`config.mk`:
```
export PLATFORM = sky130hd
export DESIGN_NAME = drift_channel_bit_simulator
export DESIGN_NICKNAME = d
export VERILOG_FILES = /design/src/dcbs_pkg.sv /design/src/drift_channel_bit_simulator.sv
export SDC_FILE = /design/constraint.sdc
export NUM_CORES = 1
export LEC_CHECK = 0
export ABC_CLOCK_PERIOD_IN_PS = 10400
export BUFFER_PORTS_ARGS = -buffer_cell sky130_fd_sc_hd__buf_2
export CORE_UTILIZATION = 55
export DETAILED_ROUTE_END_ITERATION = 8
export PLACE_DENSITY = 0.85
export SLEW_MARGIN = 20
export SYNTH_ARGS = -nofsm -noshare
export SYNTH_HDL_FRONTEND = slang
export SYNTH_SLANG_ARGS = --single-unit
```
`constraint.sdc`:
```
create_clock -name clk -period 10.4 [get_ports clk]
set_input_delay 1.04 -clock clk [delete_from_list [all_inputs] [get_ports clk]]
set_output_delay 1.04 -clock clk [all_outputs]
set_load 0.03 [all_outputs]
```
`src/dcbs_pkg.sv`:
```
// Shared constants and register codes for the drift channel bit simulator.
`default_nettype none

package dcbs_pkg;

  // Default limits on how far the drift may lead or lag.
  localparam int MAX_LEAD_DEF = 8;
  localparam int MAX_LAG_DEF  = 8;

  // Fixed field widths.
  localparam int PROB_W  = 16;
  localparam int LIMIT_W = 4;
  localparam int DRIFT_W = 5;
  // The flush index never exceeds the magnitude of a 4-bit signed limit.
  localparam int EIDX_W  = 4;

  // Configuration port.
  localparam int ADDR_W = 5;
  localparam int DATA_W = 32;
  localparam int RIDX_W = 3;

  // Register indexes (byte address divided by four).
  localparam logic [RIDX_W-1:0] REG_DRIFT_MIN      = 3'd0;
  localparam logic [RIDX_W-1:0] REG_DRIFT_MAX      = 3'd1;
  localparam logic [RIDX_W-1:0] REG_PROB_DELETE    = 3'd2;
  localparam logic [RIDX_W-1:0] REG_PROB_INSERT    = 3'd3;
  localparam logic [RIDX_W-1:0] REG_PROB_SUBST     = 3'd4;
  localparam logic [RIDX_W-1:0] REG_PROB_SUBST_INS = 3'd5;

endpackage

`default_nettype wire

```
`src/drift_channel_bit_simulator.sv`:
```
// Top level of the Markov drift insertion/deletion channel bit simulator.
//
// Input channel (in_valid/in_stall) takes one sent bit of a block per beat,
// with its random draws and a block_end mark on the final bit. Output channel
// (out_valid/out_stall) delivers received bits with the drift used, the error
// flag and a last_of_block mark.
// Each input beat updates the drift walk and the delay lines at once; its
// results are then built from those lines and held in the output register.
// An ordinary beat gives at most one result, and one beat is taken per
// cycle while the receiver does not stall. A beat with block_end set gives
// up to 1 - drift_min results, one a cycle while the receiver does not
// stall, and the input is stalled until the last of them has entered the
// output register; that flush and receiver stalls make the only gaps.
// No result is given for the first -drift_min bits of a block.
// Reset clears the drift, the position count and the registers to their
// defaults; the delay lines are refilled by the bits that follow.
// When the receiver stalls, the output register holds its beat and the
// input is stalled as soon as a further result has nowhere to go.
`default_nettype none

module drift_channel_bit_simulator
  import dcbs_pkg::*;
#(
  parameter int MAX_LEAD = MAX_LEAD_DEF,
  parameter int MAX_LAG  = MAX_LAG_DEF
) (
  input  wire                       clk,
  input  wire                       rst,
  // Configuration port.
  input  wire                       psel,
  input  wire                       penable,
  input  wire                       pwrite,
  input  wire  [ADDR_W-1:0]         paddr,
  input  wire  [DATA_W-1:0]         pwdata,
  output logic [DATA_W-1:0]         prdata,
  output logic                      pready,
  // Input channel.
  input  wire                       in_valid,
  output logic                      in_stall,
  input  wire                       sent_bit,
  input  wire  [PROB_W-1:0]         rand_drift,
  input  wire  [PROB_W-1:0]         rand_error,
  input  wire                       rand_prior,
  input  wire                       block_end,
  // Output channel.
  output logic                      out_valid,
  input  wire                       out_stall,
  output logic                      recv_bit,
  output logic signed [DRIFT_W-1:0] drift_state,
  output logic                      error_applied,
  output logic                      last_of_block
);

  localparam int DLY_DEPTH = MAX_LAG + 1;
  localparam int WIN_DEPTH = MAX_LEAD + MAX_LAG + 1;
  localparam int DLY_IW    = (DLY_DEPTH > 1) ? $clog2(DLY_DEPTH) : 1;
  localparam int WIN_IW    = $clog2(WIN_DEPTH);
  localparam int PC_W      = $clog2(WIN_DEPTH + 1);
  localparam int CW        = ((PC_W > 5) ? PC_W : 5) + 2;

  localparam logic signed [CW-1:0] LAG_LIM  = -(CW'(MAX_LAG));
  localparam logic signed [CW-1:0] LEAD_LIM = CW'(MAX_LEAD);
  localparam logic signed [CW-1:0] WIN_LIM  = CW'(WIN_DEPTH);
  localparam logic [PC_W-1:0]      PC_SAT   = PC_W'(WIN_DEPTH);

  // Configuration registers.
  logic signed [LIMIT_W-1:0] drift_min;
  logic [LIMIT_W-1:0]        drift_max;
  logic [PROB_W-1:0]         prob_delete;
  logic [PROB_W-1:0]         prob_insert;
  logic [PROB_W-1:0]         prob_subst;
  logic [PROB_W-1:0]         prob_subst_ins;

  // Channel state.
  logic signed [DRIFT_W-1:0] prev_drift;
  logic [PC_W-1:0]           pos_count;
  logic                      seen_last;
  logic signed [DRIFT_W-1:0] drift_dly [DLY_DEPTH];
  logic                      error_dly [DLY_DEPTH];
  logic                      prior_dly [DLY_DEPTH];
  logic [WIN_DEPTH-1:0]      sent_win;

  // Result sequencing.
  logic                      pend;
  logic [EIDX_W-1:0]         eidx;

  logic                      cfg_wr;
  logic [RIDX_W-1:0]         reg_idx;
  logic                      in_take;
  logic                      out_free;
  logic                      emit_last;

  logic signed [CW-1:0]      zmin;
  logic signed [CW-1:0]      zmax;
  logic signed [CW-1:0]      zbase;
  logic signed [CW-1:0]      zp;
  logic signed [CW-1:0]      zstep;
  logic signed [CW-1:0]      znew;
  logic [PROB_W:0]           prob_sum;
  logic                      rose;
  logic                      err_new;
  logic [PC_W-1:0]           pc_base;
  logic [PC_W-1:0]           pc_next;

  logic signed [CW-1:0]      emax;
  logic signed [CW-1:0]      e_s;
  logic signed [CW-1:0]      dd;
  logic signed [CW-1:0]      pc_s;
  logic signed [CW-1:0]      zi_s;
  logic signed [CW-1:0]      dpos;
  logic signed [DRIFT_W-1:0] zi;
  logic                      fl;
  logic                      prior_sel;
  logic                      hit;
  logic                      bit_sel;

  assign pready  = 1'b1;
  assign reg_idx = paddr[ADDR_W-1:2];
  assign cfg_wr  = psel && penable && pwrite && pready;

  // Register read-back.
  always_comb begin
    prdata = '0;
    unique case (reg_idx)
      REG_DRIFT_MIN:      prdata = DATA_W'(drift_min[LIMIT_W-1:0]);
      REG_DRIFT_MAX:      prdata = DATA_W'(drift_max);
      REG_PROB_DELETE:    prdata = DATA_W'(prob_delete);
      REG_PROB_INSERT:    prdata = DATA_W'(prob_insert);
      REG_PROB_SUBST:     prdata = DATA_W'(prob_subst);
      REG_PROB_SUBST_INS: prdata = DATA_W'(prob_subst_ins);
      default:            prdata = '0;
    endcase
  end

  // Register writes.
  always_ff @(posedge clk) begin
    if (rst) begin
      drift_min      <= '0;
      drift_max      <= LIMIT_W'(1);
      prob_delete    <= '0;
      prob_insert    <= '0;
      prob_subst     <= '0;
      prob_subst_ins <= '0;
    end else if (cfg_wr) begin
      unique case (reg_idx)
        REG_DRIFT_MIN:      drift_min      <= pwdata[LIMIT_W-1:0];
        REG_DRIFT_MAX:      drift_max      <= pwdata[LIMIT_W-1:0];
        REG_PROB_DELETE:    prob_delete    <= pwdata[PROB_W-1:0];
        REG_PROB_INSERT:    prob_insert    <= pwdata[PROB_W-1:0];
        REG_PROB_SUBST:     prob_subst     <= pwdata[PROB_W-1:0];
        REG_PROB_SUBST_INS: prob_subst_ins <= pwdata[PROB_W-1:0];
        default: ;
      endcase
    end
  end

  // Effective drift limits, clamped to the delay lines and the sent-bit window.
  always_comb begin
    zmin = {{(CW-LIMIT_W){drift_min[LIMIT_W-1]}}, drift_min};
    if (zmin < LAG_LIM) begin
      zmin = LAG_LIM;
    end
    if (zmin > 0) begin
      zmin = '0;
    end
    zmax = {{(CW-LIMIT_W){1'b0}}, drift_max};
    if (zmax > LEAD_LIM) begin
      zmax = LEAD_LIM;
    end
  end

  // Drift walk: a block boundary restarts it at zero.
  always_comb begin
    zbase = seen_last ? '0 : {{(CW-DRIFT_W){prev_drift[DRIFT_W-1]}}, prev_drift};
    zp    = zbase;
    if (zp < zmin) begin
      zp = zmin;
    end
    if (zp > zmax) begin
      zp = zmax;
    end
    prob_sum = {1'b0, prob_insert} + {1'b0, prob_delete};
    if (zp == zmax) begin
      zstep = (rand_drift < prob_delete) ? zp - CW'(1) : zp;
    end else if (zp == zmin) begin
      zstep = (rand_drift < prob_insert) ? zp + CW'(1) : zp;
    end else if (rand_drift < prob_insert) begin
      zstep = zp + CW'(1);
    end else if ({1'b0, rand_drift} < prob_sum) begin
      zstep = zp - CW'(1);
    end else begin
      zstep = zp;
    end
    znew = zstep;
    if (znew < zmin) begin
      znew = zmin;
    end
    if (znew > zmax) begin
      znew = zmax;
    end
    rose    = znew > zp;
    err_new = rose ? (rand_error < prob_subst_ins) : (rand_error < prob_subst);
    pc_base = seen_last ? '0 : pos_count;
    pc_next = (pc_base < PC_SAT) ? pc_base + PC_W'(1) : pc_base;
  end

  // Result selection for flush index eidx, from the lines as the last beat left them.
  always_comb begin
    emax      = seen_last ? -zmin : '0;
    e_s       = {{(CW-EIDX_W){1'b0}}, eidx};
    dd        = -zmin - e_s;
    pc_s      = {{(CW-PC_W){1'b0}}, pos_count};
    hit       = dd < pc_s;
    zi        = drift_dly[dd[DLY_IW-1:0]];
    fl        = error_dly[dd[DLY_IW-1:0]];
    prior_sel = prior_dly[dd[DLY_IW-1:0]];
    zi_s      = {{(CW-DRIFT_W){zi[DRIFT_W-1]}}, zi};
    dpos      = zi_s - zmin - e_s;
    if (dpos < 0) begin
      bit_sel = sent_win[0];
    end else if (dpos >= pc_s || dpos >= WIN_LIM) begin
      bit_sel = prior_sel;
    end else begin
      bit_sel = sent_win[dpos[WIN_IW-1:0]];
    end
  end

  // Handshake: a new beat enters once the pending results are all placed.
  assign out_free  = !out_valid || !out_stall;
  assign emit_last = (e_s == emax);
  assign in_stall  = pend && !(out_free && emit_last);
  assign in_take   = in_valid && !in_stall;

  // Delay lines and sent-bit window, newest at index 0.
  always_ff @(posedge clk) begin
    if (in_take) begin
      for (int i = DLY_DEPTH - 1; i > 0; i--) begin
        drift_dly[i] <= drift_dly[i-1];
        error_dly[i] <= error_dly[i-1];
        prior_dly[i] <= prior_dly[i-1];
      end
      drift_dly[0] <= znew[DRIFT_W-1:0];
      error_dly[0] <= err_new;
      prior_dly[0] <= rand_prior;
      sent_win     <= {sent_win[WIN_DEPTH-2:0], sent_bit};
    end
  end

  // Walk state and result sequencer.
  always_ff @(posedge clk) begin
    if (rst) begin
      prev_drift <= '0;
      pos_count  <= '0;
      seen_last  <= 1'b0;
      pend       <= 1'b0;
      eidx       <= '0;
    end else if (in_take) begin
      prev_drift <= znew[DRIFT_W-1:0];
      pos_count  <= pc_next;
      seen_last  <= block_end;
      pend       <= 1'b1;
      eidx       <= '0;
    end else if (pend && out_free) begin
      if (emit_last) begin
        pend <= 1'b0;
      end else begin
        eidx <= eidx + EIDX_W'(1);
      end
    end
  end

  // Output register.
  always_ff @(posedge clk) begin
    if (rst) begin
      out_valid <= 1'b0;
    end else if (out_free) begin
      out_valid <= pend && hit;
    end
  end

  always_ff @(posedge clk) begin
    if (out_free && pend && hit) begin
      recv_bit      <= bit_sel ^ fl;
      drift_state   <= zi;
      error_applied <= fl;
      last_of_block <= seen_last && emit_last;
    end
  end

endmodule

`default_nettype wire
```
; Word level (Yosys, flattened, before mapping)
; Memory sizes are Yosys's and may differ from the RTL's.
; Cells that the tools add are included.
; Widths: inputs -> output; s select.
[word_totals]
romBits = 0
wordCells = 114
latch_bits = 0
ram_bits = 63
reg_bits = 114
memories = 3
in_bits = 79
out_inout_bits = 43
[memory_table]
columns = memory, words, word_bits, rd, rd_clocked_by_memory_dff, write_ports, line_no
row1 = drift_dly, 9, 5, 9, 0, 9, drift_channel_bit_simulator.sv:78  ; logic signed [DRIFT_W-1:0] drift_dly [DLY_DEPTH];
row2 = error_dly, 9, 1, 9, 0, 9, drift_channel_bit_simulator.sv:79  ; logic error_dly [DLY_DEPTH];
row3 = prior_dly, 9, 1, 9, 0, 9, drift_channel_bit_simulator.sv:80  ; logic prior_dly [DLY_DEPTH];
[classes]
eq_ne = 8
bitwise = 2
n_addsub = 10
n_lt_le_gt_ge = 19
div_mod_pow = 0
muxes = 28
multipliers = 0
shifts = 0
reduce_logical = 27
[ops]
columns = operator, count
row1 = $mux 7, 14
row2 = $pmux 16 s6, 1
row3 = $lt 16x16->1, 4
row4 = $gt 7x7->1, 3
row5 = $add 16x16->17, 1
row6 = $lt 16x17->1, 1
row7 = $reduce_and 2->1, 8
row8 = $eq 7x7->1, 2
row9 = $lt 7x7->1, 2
row10 = $neg 7->7, 2
row11 = $sub 7x5->7, 2
row12 = $mux 5, 2
row13 = $logic_and 1x1->1, 9
row14 = $mux 1, 9
row15 = $add 7x2->7 const B, 1
row16 = $eq 5x7->1, 1
row17 = $ge 7x6->1, 1
row18 = $ge 7x6->1 const B, 1
row19 = $gt 7x1->1 const B, 1
row20 = $lt 7x1->1 const B, 1
row21 = $lt 7x6->1, 1
row22 = $sub 5x7->7, 1
row23 = $sub 7x2->7 const B, 1
row24 = $eq 3x2->1 const B, 2
row25 = 17 further kinds, 23

; Depth between registers and ports, before layout
[logic_depth]
word_depth = 19
depth_mapped = 56
mapped_depth_nobuf = 54

; Least setup slack after synthesis
; OpenSTA, ideal clock, no wires.
[synth_timing]
kind = register to register
startpoint = reg seen_last
endpoint = mem error_dly[0], data pin
n_path_buf = 3
synth_period_minus_slack_ps = 9845
path_stages_with_launch = 51
required_time_ps = 10138
arrival_ps = 9582
setup_time_ps = 262
setup_slack_ps = 555
path_cell_list = dfxtp_1 -> clkbuf_1 -> clkbuf_1 -> nor2b_1 -> ha_1 -> or3b_1 -> a211oi_2 -> a21oi_2 -> buf_6 -> mux2i_1 -> ha_1 -> nor2b_1 -> nor3_1 -> or3_4 -> a211oi_4 -> mux2_1 -> o22a_1 -> a2111oi_0 -> [... 15 more ...] -> nand2b_1 -> a21oi_1 -> a41o_1 -> nand2_2 -> o31a_1 -> o21ai_1 -> nand2_1 -> ha_1 -> nor2b_1 -> o21a_1 -> o21a_1 -> o21ai_0 -> nand2b_1 -> a211oi_1 -> a31oi_1 -> a21oi_1 -> mux2i_1 -> o21ai_0
[synth_rtl]
columns = element, line_no
row1 = from (decl), drift_channel_bit_simulator.sv:77  ; logic seen_last;
row2 = from (signal assigned), drift_channel_bit_simulator.sv:260  ; seen_last <= block_end;
row3 = to (decl), drift_channel_bit_simulator.sv:79

==> impl_results.md <==
* Outcome: finished, final reports clean
* # rows at 54
* Ratio of cells with drive above 1 in the final layout at 0.170
* Pwr Total at 3210 uW
* # setup viols final at 0
* Port Buf Inserts at 86
* Post-Syn Area at 0.0122 mm^2
* Remaining DRCs at 0
* Hold crit path type: register to register
* FF-to-FF Start: prev_drift[4]$_SDFFE_PP0P_
* Crit end category: register
* Hold_ws at 0.443 ns
* Clock Tree Root: clkbuf_16
* CTS tree: done
* Final Hold Violating Endpoints at 0
* CP Launch Point: prev_drift[4]$_SDFFE_PP0P_
* Initial drt markers at 959
* Fmax at 98.9 MHz
* FF+latch count, synth at 177
* Peak per-stage delay on the critical path at 0.54 ns
* Final Net Count at 1619
* Relative slew slack at 0.203
* CP required at 10.58 ns
* H-Tree Depth at 4
* Worst Reg-to-Reg Cells at 48
* Vias at 10300
* First-pass GRT wire length at 48700 um
* Lkg Pwr at 0.00546 uW
* Synth Flop Type: dfxtp_1
* Vias/cell at 6.09
* Post-synthesis area per instance at 9.40 um^2
* Power per cell area at 234 mW/mm^2
* Commonest non-fill, non-tap cell in the layout: nand2_1
* Total CTS buffers at 17
* Min Clock Period, post-route at 10.11 ns
* Worst Min Path Start: drift_dly[4][0]$_DFFE_PP_
* Clock-pin slew on the worst setup and hold paths at 0.07 ns
* Area Growth Syn to Fin at 12.9%
* Fin crit share at 0.972
* Clock Tree Buf Depth at 2
* Gr ovfl total at 0
* GRT Total Usage at 0.277
* Final Cell Area at 0.0137 mm^2
* Max cap viols at 0
* Mux contribution to synthesized area at 0.0878
* Slew Limit Fails at 0
* Register area share after synthesis at 0.364
* RD Place Congestion at 0.944
* Asr flop ratio synth at 0
* Initial antenna violation count at 5
* Avg WL per Cell at 18.6 um
* Synth Area in Compound Gates at 0.161
* Drt total wl at 31400 um
* XOR/XNOR Fraction of Synth Area at 0.0281
* Clk_lat worst skew at 0.45 ns
* Chip Height at 151 um
* Measured slew at the worst slew-check pin at 1.19 ns
* Clock skew at 0.0123 ns
* Yosys warnings at 0
* Sink Count at 177
* Final ANT Viol Nets at 0
* Initial Util at 0.559
* Cell mode on critical path: ha_1
* DIE WIDTH at 151 um
* Critical Path Start Type: register
* CP Buf/Inv Count at 5
* Synth Area in Simple Gates at 0.138
* Core ar. at 0.0218 mm^2
* Post-DP Area at 0.0129 mm^2
* Yosys cell types at 86
* Post-Synth Adder-Cell Area at 0.158
* R2r endpoint: error_dly[0]$_DFFE_PP_
* CP Data Arrival Time at 10.29 ns
* Largest net degree at the start of global routing at 99
* Fill cell count at 1660
* Crit-path slowest cell: or4_1
* Largest family of logic cells by synthesized area: compound AO/OA/AOI/OAI gates
* I/O pin count at 122
* Vias in the first global route at 9866
* Hold Path End: drift_dly[5][0]$_DFFE_PP_
* Dpl hpwl at 22100 um
* Post-synth EDFFs at 88
* Flop2flop setup slack at 0.29 ns
* Crit Path Category: register to register
* Worst vdd ir at 0.000211 V
* First drt pass iteration count at 5
* Family with the most delay on the worst path: compound AO/OA/AOI/OAI gates
* CP max FO at 9
* Die area at 0.0227 mm^2
* Commonest non-fill, non-tap cells in the layout: 181 x nand2_1, 143 x ha_1, 112 x a21oi_1, 109 x inv_1, 88 x edfxtp_1
* Worst Hold Depth at 0
* Mapped Cells at 1293
## synthesized netlist by cell type (3+ instances only)
master     count  area [um^2]
a211oi_1       8         60.1
o21a_1         9         67.6
a21oi_1      120          601
fa_1           6          120
o211ai_1       5         37.5
nor2_1        61          229
a22oi_1        5         37.5
a311oi_1       4         35.0
ha_1         144         1800
dfxtp_1       89         1780
a2111oi_0      7         61.3
a31oi_1        7         43.8
or4_1          6         45.0
nand4_1       10         62.6
nor2b_1       19          119
mux2i_1       52          521
and3_1         3         18.8
and2_1         4         25.0
o21ai_0       40          200
o22ai_1       19          119
nand2_1      182          683
nor3_1        14         70.1
inv_1        112          420
a21o_1        32          240
o2111ai_1      3         26.3
nand3b_1       3         22.5
nand3_1       20          100
mux2_2         3         33.8
o31ai_1        4         30.0
edfxtp_1      88         2640
xnor2_1       26          228
buf_4         18          135
o21ai_1        5         25.0
or3_1          3         18.8
o21bai_1       4         30.0
a221oi_1       3         26.3
nand2b_1      17          106
nor4_1         3         18.8
xor2_1        13          114
clkbuf_1      45          169
mux4_2        21          473
## worst reg2reg max path: cells and delay by family, from the launching register on
| kind | cells | cell delay (ns) |
|---|---|---|
| buf+inv | 5 | 0.62 |
| flops | 1 | 0.35 |
| fa+ha+maj | 5 | 1.41 |
| simple gates | 14 | 2.32 |
| mux | 3 | 0.81 |
| compound gates | 21 | 4.37 |
## logic make-up (layout without fill, tap and decap cells)
kind of cell,after synthesis,after routing
xor+xnor,39,39
buf+inv,180,275
flops,177,177
other cells,2,20
compound gates,303,303
mux,79,79
simple gates,363,363
fa+ha+maj,150,150
## layout make-up
type | count | area, um^2 | share of cell area
well taps | 280 | 350 | 0.0255
repair buffers | 130 | 768 | 0.0560
inverters | 113 | 428 | 0.0312
multi-input cells | 951 | 7160 | 0.522
clock buffers | 20 | 458 | 0.0334
clock inverters | 12 | 120 | 0.00875
diodes | 3 | 7.51 | 0.000547
flip-flops and latches | 177 | 4430 | 0.323
## power breakdown
| group | switching [uW] | internal, uW | leakage (uW) |
|---|---|---|---|
| sequential | 27.8 | 811 | 0.00158 |
| combinational | 950 | 773 | 0.00359 |
| clock | 294 | 350 | 0.000290 |
| total | 1270 | 1930 | 0.00546 |
## flip-flops by register name, indices dropped and copies added (netlist names), 4 cells and up
signal,flops
sent_win,17
drift_state,5
eidx,4
prev_drift,5
pos_count,5
prob_subst,16
prob_subst_ins,16
prior_dly,9
error_dly,9
drift_min,4
drift_max,4
drift_dly,45
prob_insert,16
prob_delete,16
## layer usage
| layer | track usage | up-vias | part of all wire |
|---|---|---|---|
| li1 | - | 4806 | - |
| met1 | 0.329 | 4870 | 0.39 |
| met2 | 0.482 | 486 | 0.50 |
| met3 | 0.0530 | 108 | 0.076 |
| met4 | 0.127 | 2 | 0.039 |
| met5 | 0 | - | 0.00038 |
## metrics by stage
step	cells	utilization	setup slack [ns]	setup TNS (ns)
6_report	1686	0.631	0.293	0
5_1_grt	1685	0.631	-0.144	-0.144
4_1_cts	1670	0.620	0.0310	0
3_5_place_dp	1638	0.593	-0.206	-0.206
3_3_place_gp	1638	0.593	0.182	0
2_1_floorplan	1308	-	0.555	0
## timing repair
| item | in CTS | in global routing |
|---|---|---|
| hold buffers | 0 | 0 |
| resized for setup | 4 | 34 |
| gates cloned | 0 | 0 |
| endpoints found under the setup margin | 1 | 1 |
| pin swaps | 0 | 14 |
| buffers inserted | 0 | 13 |
## how the worst max path moves through the flow
stage	endpoint	slack (ns)	depth (start not counted)
detailed placement	error_dly[0]$_DFFE_PP_	-0.21	52
floorplan	error_dly[0]$_DFFE_PP_	0.56	50
CTS	error_dly[0]$_DFFE_PP_	0.03	51
global route	error_dly[0]$_DFFE_PP_	-0.14	49
finish	error_dly[0]$_DFFE_PP_	0.29	48
global placement	error_dly[0]$_DFFE_PP_	0.18	52
Note: power is estimated with default switching activity, not from simulation.
